--- src/sv/rbd_pkg.sv ---
package rbd_pkg;

    // Request codes carried on req_type
    localparam logic [2:0] REQ_PUSH_BACK  = 3'd0;
    localparam logic [2:0] REQ_PUSH_FRONT = 3'd1;
    localparam logic [2:0] REQ_POP_FRONT  = 3'd2;
    localparam logic [2:0] REQ_POP_BACK   = 3'd3;
    localparam logic [2:0] REQ_PEEK       = 3'd4;
    localparam logic [2:0] REQ_REPLACE    = 3'd5;

    // Per-request tally saturates here
    localparam logic [8:0] TALLY_MAX = 9'd256;

    // Controller states
    typedef enum logic [1:0] {
        ST_IDLE,
        ST_EXEC,
        ST_RESP
    } t_state;

    // Commands from controller to datapath
    typedef struct packed {
        logic latch;    // capture the incoming transaction
        logic exec;     // access memory, update pointers
        logic respond;  // present the result
    } t_cmd;

endpackage

--- src/sv/ring_byte_deque_top.sv ---
// Byte deque over a ring of DEPTH bytes. Raise start with a request while busy
// is low; the transaction is taken on that edge and busy stays high until the
// result has gone out. After the accepting edge the controller passes through
// ST_EXEC (one access of the single-port byte memory, read registered) and
// then ST_RESP, which raises the result strobe. A new request can be accepted
// the cycle after the strobe. The result appears for exactly one
// cycle on o_strobe and cannot be held off, so the receiver must take it
// then. Refused pushes, pops, peeks and replaces leave the state untouched
// and report o_accepted low. o_request_count counts accepted bytes of the
// current request and clears after a result with o_request_done set.
module ring_byte_deque_top
    import rbd_pkg::*;
#(
    parameter int DEPTH = 256
) (
    input  logic       i_clk,
    input  logic       i_rst_n,
    input  logic       start,
    output logic       busy,
    input  logic [2:0] i_req_type,
    input  logic [7:0] i_byte_in,
    input  logic [7:0] i_offset,
    input  logic       i_last_of_request,
    output logic       o_strobe,
    output logic [7:0] o_byte_out,
    output logic       o_accepted,
    output logic [8:0] o_request_count,
    output logic       o_request_done,
    output logic [8:0] o_fill_count
);

    t_cmd cmd;

    rbd_ctrl u_ctrl (
        .i_clk   (i_clk),
        .i_rst_n (i_rst_n),
        .start   (start),
        .busy    (busy),
        .o_cmd   (cmd)
    );

    rbd_datapath #(
        .DEPTH (DEPTH)
    ) u_datapath (
        .i_clk             (i_clk),
        .i_rst_n           (i_rst_n),
        .i_cmd             (cmd),
        .i_req_type        (i_req_type),
        .i_byte_in         (i_byte_in),
        .i_offset          (i_offset),
        .i_last_of_request (i_last_of_request),
        .o_strobe          (o_strobe),
        .o_byte_out        (o_byte_out),
        .o_accepted        (o_accepted),
        .o_request_count   (o_request_count),
        .o_request_done    (o_request_done),
        .o_fill_count      (o_fill_count)
    );

endmodule

--- src/sv/rbd_ctrl.sv ---
module rbd_ctrl
    import rbd_pkg::*;
(
    input  logic i_clk,
    input  logic i_rst_n,
    input  logic start,
    output logic busy,
    output t_cmd o_cmd
);

    t_state r_state;
    t_state n_state;

    // State register
    always_ff @(posedge i_clk) begin
        if (!i_rst_n) begin
            r_state <= ST_IDLE;
        end else begin
            r_state <= n_state;
        end
    end

    // Next state and commands
    always_comb begin
        n_state       = r_state;
        o_cmd         = '0;
        busy          = 1'b1;
        case (r_state)
            ST_IDLE: begin
                busy = 1'b0;
                if (start) begin
                    o_cmd.latch = 1'b1;
                    n_state     = ST_EXEC;
                end
            end
            ST_EXEC: begin
                o_cmd.exec = 1'b1;
                n_state    = ST_RESP;
            end
            ST_RESP: begin
                o_cmd.respond = 1'b1;
                n_state       = ST_IDLE;
            end
            default: begin
                n_state = ST_IDLE;
            end
        endcase
    end

endmodule

--- src/sv/rbd_datapath.sv ---
module rbd_datapath
    import rbd_pkg::*;
#(
    parameter int DEPTH = 256
) (
    input  logic       i_clk,
    input  logic       i_rst_n,
    input  t_cmd       i_cmd,
    input  logic [2:0] i_req_type,
    input  logic [7:0] i_byte_in,
    input  logic [7:0] i_offset,
    input  logic       i_last_of_request,
    output logic       o_strobe,
    output logic [7:0] o_byte_out,
    output logic       o_accepted,
    output logic [8:0] o_request_count,
    output logic       o_request_done,
    output logic [8:0] o_fill_count
);

    localparam int PTR_W = $clog2(DEPTH);
    localparam int CNT_W = $clog2(DEPTH + 1);
    localparam int W     = CNT_W + 8;
    localparam logic [W-1:0]     DEPTH_W = W'(DEPTH);
    localparam logic [PTR_W-1:0] LAST_P  = PTR_W'(DEPTH - 1);

    // Captured transaction
    logic [2:0] r_kind;
    logic [7:0] r_data;
    logic [7:0] r_off;
    logic       r_last;

    // Deque state
    logic [PTR_W-1:0] r_front;
    logic [PTR_W-1:0] n_front;
    logic [CNT_W-1:0] r_held;
    logic [CNT_W-1:0] n_held;
    logic [8:0]       r_tally;

    // Result flags and read data
    logic       r_taken;
    logic       r_read;
    logic [7:0] r_rd;

    logic [7:0] mem [DEPTH];

    // Exec-cycle decode
    logic             taken;
    logic             mem_we;
    logic             mem_re;
    logic             use_dec;
    logic [W-1:0]     x_sel;
    logic [W-1:0]     front_ext;
    logic [W-1:0]     held_ext;
    logic [W-1:0]     off_ext;
    logic [W-1:0]     sum;
    logic [W-1:0]     pos_w;
    logic [PTR_W-1:0] front_dec;
    logic [PTR_W-1:0] front_inc;
    logic [PTR_W-1:0] addr;
    logic [W-1:0]     fill_ext;

    assign front_ext = {{(W - PTR_W){1'b0}}, r_front};
    assign held_ext  = {8'd0, r_held};
    assign off_ext   = {{CNT_W{1'b0}}, r_off};
    assign front_dec = (r_front == '0) ? LAST_P : r_front - PTR_W'(1);
    assign front_inc = (r_front == LAST_P) ? '0 : r_front + PTR_W'(1);

    // Ring position: front plus distance, one wrap at most
    assign sum   = front_ext + x_sel;
    assign pos_w = (sum >= DEPTH_W) ? sum - DEPTH_W : sum;
    assign addr  = use_dec ? front_dec : pos_w[PTR_W-1:0];

    always_comb begin
        taken   = 1'b0;
        mem_we  = 1'b0;
        mem_re  = 1'b0;
        use_dec = 1'b0;
        x_sel   = '0;
        n_front = r_front;
        n_held  = r_held;
        case (r_kind)
            REQ_PUSH_BACK: begin
                x_sel = held_ext;
                if (held_ext < DEPTH_W) begin
                    taken  = 1'b1;
                    mem_we = 1'b1;
                    n_held = r_held + CNT_W'(1);
                end
            end
            REQ_PUSH_FRONT: begin
                use_dec = 1'b1;
                if (held_ext < DEPTH_W) begin
                    taken   = 1'b1;
                    mem_we  = 1'b1;
                    n_front = front_dec;
                    n_held  = r_held + CNT_W'(1);
                end
            end
            REQ_POP_FRONT: begin
                if (r_held != '0) begin
                    taken   = 1'b1;
                    mem_re  = 1'b1;
                    n_front = front_inc;
                    n_held  = r_held - CNT_W'(1);
                end
            end
            REQ_POP_BACK: begin
                x_sel = held_ext - W'(1);
                if (r_held != '0) begin
                    taken  = 1'b1;
                    mem_re = 1'b1;
                    n_held = r_held - CNT_W'(1);
                end
            end
            REQ_PEEK: begin
                x_sel = off_ext;
                if (off_ext < held_ext) begin
                    taken  = 1'b1;
                    mem_re = 1'b1;
                end
            end
            REQ_REPLACE: begin
                x_sel = off_ext;
                if (off_ext < held_ext) begin
                    taken  = 1'b1;
                    mem_we = 1'b1;
                end
            end
            default: begin
                taken = 1'b0;
            end
        endcase
    end

    // Transaction capture, no reset needed
    always_ff @(posedge i_clk) begin
        if (i_cmd.latch) begin
            r_kind <= i_req_type;
            r_data <= i_byte_in;
            r_off  <= i_offset;
            r_last <= i_last_of_request;
        end
    end

    // Single-port byte store, registered read
    always_ff @(posedge i_clk) begin
        if (i_cmd.exec && mem_we) begin
            mem[addr] <= r_data;
        end
        if (i_cmd.exec && mem_re) begin
            r_rd <= mem[addr];
        end
    end

    // Pointers, fill and request tally
    always_ff @(posedge i_clk) begin
        if (!i_rst_n) begin
            r_front <= '0;
            r_held  <= '0;
            r_tally <= '0;
            r_taken <= 1'b0;
            r_read  <= 1'b0;
        end else if (i_cmd.exec) begin
            r_front <= n_front;
            r_held  <= n_held;
            r_taken <= taken;
            r_read  <= mem_re;
            if (taken && (r_tally < TALLY_MAX)) begin
                r_tally <= r_tally + 9'd1;
            end
        end else if (i_cmd.respond && r_last) begin
            r_tally <= '0;
        end
    end

    // Result ports
    assign fill_ext        = {8'd0, r_held};
    assign o_strobe        = i_cmd.respond;
    assign o_byte_out      = r_read ? r_rd : 8'd0;
    assign o_accepted      = r_taken;
    assign o_request_count = r_tally;
    assign o_request_done  = r_last;
    assign o_fill_count    = fill_ext[8:0];

endmodule

--- config.mk ---
export PLATFORM = sky130hd
export DESIGN_NAME = ring_byte_deque_top
export DESIGN_NICKNAME = d
export VERILOG_FILES = /design/src/sv/rbd_pkg.sv /design/src/sv/ring_byte_deque_top.sv /design/src/sv/rbd_ctrl.sv /design/src/sv/rbd_datapath.sv
export SDC_FILE = /design/constraint.sdc
export NUM_CORES = 2
export LEC_CHECK = 0
export BUFFER_PORTS_ARGS = -buffer_cell sky130_fd_sc_hd__buf_2
export CORE_UTILIZATION = 63
export CTS_CLUSTER_SIZE = 30
export DETAILED_ROUTE_END_ITERATION = 8
export PLACE_DENSITY = 0.79
export SYNTH_ARGS = -nofsm -noshare
export SYNTH_HDL_FRONTEND = slang
export SYNTH_SLANG_ARGS = --single-unit
export TNS_END_PERCENT = 10
--- constraint.sdc ---
create_clock -name i_clk -period 5.4 [get_ports i_clk]
set_clock_uncertainty 0.05 [all_clocks]
set_input_delay 1.08 -clock i_clk [delete_from_list [all_inputs] [get_ports i_clk]]
set_output_delay 1.08 -clock i_clk [all_outputs]
set_load 0.05 [all_outputs]
**After elaboration in Yosys (flattened, before gate mapping)**

Memories as Yosys holds them, arrays and structs flattened. A register that Yosys moved wholly into a read port is not among the register bits.
Cells that the tools add are included.

- Logic and storage cells: 85
- Memories: 1
- Bits in writable memories: 2048
- Register bits: 50
- Input port bits: 23
- Bits in read-only memories: 0
- Bits in latches: 0
- Output and inout bits: 30

- Shifts and indexed selects: 0
- Bitwise logic cells: 0
- Multiply operators: 0
- Equal/unequal tests: 14
- Div/mod/pow operators: 0
- Reduce and logical (&&, ||, !) cells: 17
- Order comparisons: 4
- Multiplexer cells: 31
- Add/subtract/negate cells: 8

Memories:

| name | depth | bits a word | rd ports | clocked after memory_dff | wr ports | RTL line | RTL |
|---|---|---|---|---|---|---|---|
| u_datapath.mem | 256 | 8 | 1 | 1 | 1 | rbd_datapath.sv:45 | `logic [7:0] mem [DEPTH];` |

Operators with widths:

| operator | number |
|---|---|
| $mux 8 | 7 |
| $pmux 17 s3 | 1 |
| $mux 9 | 5 |
| $add 9x1->9 const B | 2 |
| $lt 9x9->1 const B | 2 |
| $pmux 9 s2 | 1 |
| $add 8x17->17 | 1 |
| $ge 17x9->1 const B | 1 |
| $pmux 8 s2 | 1 |
| $sub 8x1->8 const B | 2 |
| $mux 1 | 11 |
| $sub 9x1->10 const B | 1 |
| $lt 8x9->1 | 1 |
| $reduce_bool 9->1 | 1 |
| $sub 9x1->9 const B | 1 |
| $add 8x1->8 const B | 1 |
| $eq 8x8->1 const B | 1 |
| $logic_not 8->1 | 1 |
| $ne 2x1->1 const B | 4 |
| $reduce_and 4->1 | 2 |
| $eq 3x2->1 const B | 2 |
| $eq 3x3->1 const B | 2 |
| $reduce_bool 2->1 | 3 |
| $reduce_or 2->1 | 3 |
| 12 further kinds | 17 |

**Longest topological paths before layout**

- Depth after elaboration: 7
- Depth in mapped cells: 22

**Modules after synthesis**

From an unflattened synthesis, not the netlist that was laid out.

- Cells, all modules: 7022
- Area total of the unflattened synthesis: 87681.6 um^2

By module, submodules not included:

| module | sequential area each (um^2) | cells each | times used | area an instance (um^2) |
|---|---|---|---|---|
| rbd_datapath | 62900.3 | 7013 | 1 | 87580.2 |
| rbd_ctrl | 40.0 | 9 | 1 | 101.3 |

**Least setup slack after synthesis**

No wires, ideal clock.

- Path kind: reg2reg
- From: register u_datapath.r_held[1] (netlist: u_datapath.o_fill_count[1])
- To: memory u_datapath.mem[132][0], enable pin
- Stages on the path, launching flop included: 20
- Arrival time: 4489 ps
- Setup slack: 491 ps
- Cells stage by stage: dfxtp_1 > inv_1 > ha_1 > nor2_1 > a21oi_1 > nor2_1 > a21oi_1 > inv_1 > ha_1 > a211o_1 > a21o_1 > and3_1 > clkbuf_1 > nor2_2 > buf_2 > buf_1 > buf_2 > nand4_1 > clkbuf_1 > nor2_1

- Cells in the longest elaborated chain, start to end: 6

RTL lines:

| what | RTL line | RTL |
|---|---|---|
| start, declared | rbd_datapath.sv:36 | `logic [CNT_W-1:0] r_held;` |
| start signal, assigned | rbd_datapath.sv:166 | `r_held <= n_held;` |
| $sub 9x1->10, or another cell as far along | rbd_datapath.sv:109 | `x_sel = held_ext - W'(1);` |
| $pmux 17 s3, or another cell as far along | rbd_datapath.sv:82 | `case (r_kind)` |
| $add 8x17->17 / $pmux 1 s2 (equally long branches) | rbd_datapath.sv:70, rbd_datapath.sv:82 |  |
| $ge 17x9->1, or another cell as far along | rbd_datapath.sv:71 | `assign pos_w = (sum >= DEPTH_W) ? sum - DEPTH_W : sum;` |
| $mux 8 / $mux 1 (equally long branches) | rbd_datapath.sv:71, rbd_datapath.sv:148 |  |
| $mux 8 / $mux 1 (equally long branches) | rbd_datapath.sv:72, rbd_datapath.sv:149 |  |
| end, declared | rbd_datapath.sv:45 |  |

Several ways; a longest one is shown, not always the timed one.

**Final worst setup path**

- From: register u_datapath.r_kind[0]
- To: register u_datapath.r_rd[6], read port of u_datapath.mem, data pin

- Cells in the longest elaborated chain, start to end: 7

RTL lines:

| what | RTL line | RTL |
|---|---|---|
| start, declared | rbd_datapath.sv:28 | `logic [2:0] r_kind;` |
| start signal, assigned | rbd_datapath.sv:139 | `r_kind <= i_req_type;` |
| $eq 3x3->1 | rbd_datapath.sv:82 |  |
| $reduce_or 2->1 (no source line) | - |  |
| $pmux 17 s3 | rbd_datapath.sv:82 |  |
| $add 8x17->17 | rbd_datapath.sv:70 | `assign sum = front_ext + x_sel;` |
| $ge 17x9->1 / $sub 8x1->8 (equally long branches) | rbd_datapath.sv:71 |  |
| $mux 8 | rbd_datapath.sv:71 |  |
| $mux 8 | rbd_datapath.sv:72 | `assign addr = use_dec ? front_dec : pos_w[PTR_W-1:0];` |
| end, declared | rbd_datapath.sv:43 | `logic [7:0] r_rd;` |

Several ways; a longest one is shown, not always the timed one.
A chain may end at the register's enable or synchronous reset.

==> results.toml <==
[synth]
async_flop_share = 0
syn_inst = 5804
ys_ff_latch = 2106
synth-xor-area-share = 0.001522
synth_mux_area_frac = 0.06038
synth_nets = 5855
yosys.cell_types.count = 79
synth-compound-area-share = 0.07734
synth_area_per_cell_sq_um = 14.87
synth-simple-area-share = 0.1012
synth_edf_count = 2076
synth_top_family_by_area = "simple AND/OR/NAND/NOR gates"
ys.flop_type = "edfxtp_1"
synth_warnings = 0
ys_seq_area_frac = 0.7294
synth_adder_area_share = 0.004234
netlist_area_sq_um = 86290

[finish]
final_layout_size_suffix_gt1_frac = 0.1496
utilization = 0.7141
area_growth_pct = 12.24
nNetsFinal = 6065

[cts]
numCtsBuffers = 197
cts_tree = "done"
cts.reportedPaths.clkPinSlew_ns = 0.06
ctsLongestPathBuffers = 3
holdBufCountCts = 0
cts.sinks = 2106
clock_latency_ns = 0.83
cts_root_buffer = "clkbuf_16"
htreeDepth = 4

[hold_path]
hp-class = "in -> reg"
min_from = "i_offset[2]"
min_to = "u_datapath.r_off[2]"
hold-path-cell-count = 1

[setup_path]
reg2reg_depth = 17
worst-path-buf-inv = 3
startpoint_type = "flop"
cp-end-kind = "flop"
max_stage_delay_ns = 0.57
timing.rr.end = "u_datapath.r_rd[6]"
path_cells = "nand2_1, nor2_1, a21oi_1, o21ai_0, ha_1, inv_1, fa_1, mux2i_4, buf_12, buf_4, mux2i_1, o21ai_0, a211oi_1, nor4_2, nand4_1, o2111a_1, nand4_1"
crit_family = "compound AO/OA/AOI/OAI gates"
cp.required_ns = 5.94
r2r_start = "u_datapath.r_kind[0]"
worst-setup-path-type = "reg -> reg"
crit_slowest_cell = "a211oi_1"
worstPathArrival_ns = 5.86
ff2ff_setup_slack_ns = 0.08
worst-path-max-fanout = 18

[die]
die_width_microns = 372.1
start_util = 0.6362
core_sq_um = 135600
die_area_sq_um = 138500
die_h_microns = 372.1
placementRows = 135
io_pins = 53

[detailed_routing]
vias = 55405
post-route-drc-count = 2
ant_nets = 0
wl_per_cell_microns = 28.87
first_pass_iters = 8
first_iter_violations = 9043
finalWirelength_microns = 230000
vias_per_cell = 6.954

[place]
post-place-ws_ns = 0.07785
io_buffers = 52
hpwl_microns = 132700
gp_congestion = 0.9216

[grt]
grt_pass1_vias = 53031
grt_pass1_wl_microns = 337500
grt.total_usage = 0.3311
grt_antenna_before_repair = 5
grt_max_degree = 216
grt-ovfl-total = 0

[timing]
fin_crit_sh = 0.9850
drv_slew = 0
rsz0062_at_grt = "true"
max-slew-margin-rel = 0.1160
worst_pin_slew_ns = 1.326
setup_ws_ns = 0.08100
hold_viol = 0
setup_viol = 0
layout_min_cycle_time_ns = 5.319
max_freq_ghz = 0.1880

[pwr]
p_per_area_nw_per_um2 = 375.8
clock_power_share = 0.375
max-vdd-ir-drop_mv = 0.3563
seq_power_share = 0.496
power.net_switching_mw = 9.164
p_int_mw = 27.23
p_leak_nw = 31.58
sw_frac_of_total = 0.2518
combPwrFrac = 0.129

[job]
maxCapViolCount = 0

[run_status]
violations = "design-rule violations"
status = "complete, but fails checks"
cells in the mapped netlist, types with 12 or more instances:
cell type	instances	area [sq um]
nor2_1	306	1149
xnor2_1	12	105.1
mux4_2	152	3423
inv_1	24	90.09
buf_6	15	168.9
o21ai_0	192	960.9
and2_0	24	150.1
clkbuf_1	238	893.4
buf_4	45	337.8
a21oi_1	87	435.4
buf_1	23	86.33
nand3_1	182	910.9
and2_1	117	732.0
dfxtp_1	30	600.6
mux2i_1	177	1772
nand2_1	938	3521
a211o_1	51	446.7
edfxtp_1	2076	62340
a211oi_1	209	1569
o22ai_1	36	225.2
a31oi_1	60	375.4
buf_2	122	610.6
a311oi_1	96	840.8
or4_1	28	210.2
ha_1	26	325.3
a221oi_1	82	718.2
nor4_1	37	231.5
nand4_1	209	1308
a2111oi_0	57	499.2
power groups by stage:
stage                     Combinational (mW)  Sequential, mW  Clock (mW)
after floorplan                         2.72            18.6           0
after global placement                  4.38            18.4           0
after detailed placement                4.48            18.4           0
after CTS                               4.55            18.1        13.7
after global routing                    4.89            18.1        14.3
final                                   4.70            18.1        13.6
state kept, by name, indices dropped and copies added, names as in the netlist:
name and flops:
u_datapath.r_read 1, u_ctrl.r_state 2, u_datapath.r_kind 3, u_datapath.r_front 8, u_datapath.o_fill_count 9, u_datapath.o_request_done 1, u_datapath.o_request_count 9, u_datapath.r_data 8
u_datapath.r_off 8, u_datapath.mem 2048, u_datapath.o_accepted 1, u_datapath.r_rd 8
placed cells by master (no fill, tap or decap), drive strengths merged, types with 60 or more instances in the layout:
master  netlist  layout
a211oi      209     209
a21oi        87      87
a221oi       82      82
a311oi       96      96
a31oi        60      60
and2        141     141
buf         208     457
clkbuf      239     258
clkinv        0      84
edfxtp     2076    2076
mux2i       177     177
mux4        152     152
nand2       939     939
nand3       183     183
nand4       209     209
nor2        307     307
o21ai       194     194
layer usage:
layer | vias up | global-route usage | wire length, microns
met5 | - | 0 | 50
met4 | 8 | 0.1509 | 11390
met3 | 710 | 0.08865 | 31140
met2 | 4381 | 0.5019 | 105500
met1 | 27264 | 0.4530 | 81890
li1 | 23042 | - | -
how the worst max path moves through the flow:
stage,slack [ns],endpoint,cells after the start,startpoint
2_1_floorplan,0.49,u_datapath.mem[132][0],19,u_datapath.o_fill_count[1]
3_3_place_gp,0.07,u_datapath.r_rd[0],17,u_datapath.r_kind[0]
3_5_place_dp,0.08,u_datapath.r_rd[0],17,u_datapath.r_kind[0]
4_1_cts,0.03,u_datapath.r_rd[0],17,u_datapath.r_kind[0]
5_1_grt,-0.05,u_datapath.r_rd[6],17,u_datapath.r_kind[0]
6_report,0.08,u_datapath.r_rd[6],17,u_datapath.r_kind[0]
cell families (layout without fill, tap and decap cells):
group / Yosys count / in the layout
flops: 2106 / 2106
simple gates: 1913 / 1913
compound gates: 941 / 941
buf+inv: 471 / 851
mux: 330 / 330
fa+ha+maj: 28 / 28
xor+xnor: 15 / 15
other cells: 0 / 2
cell type report:
cell class	count	area, sq um
multi-input cells	3227	21320
clock inverters	112	1030
well taps	1781	2228
repair buffers	458	3959
flip-flops and latches	2106	62940
diodes	2	5.005
clock buffers	257	5281
inverters	24	90.09
fillers	8012	38780
what timing repair did:
| item | 4_1_cts | 5_1_grt |
|---|---|---|
| resized for setup | 0 | 13 |
| endpoints found under the setup margin | 0 | 8 |
| setup buffers | 0 | 0 |
per-stage QoR:
step / hold slack (ns) / power [mW] / TNS, ns / std cells / area [sq um]
after floorplan: 0.4772 / 21.31 / 0 / 5804 / 86290
after global routing: 0.3486 / 37.21 / -0.05652 / 7965 / 96850
after detailed placement: 0.4102 / 22.89 / 0 / 7595 / 90430
final: 0.3728 / 36.40 / 0 / 7967 / 96860
after global placement: 0.4248 / 22.79 / 0 / 7595 / 90430
after CTS: 0.3278 / 36.29 / 0 / 7964 / 96740
(Power assumes the default switching activity.)
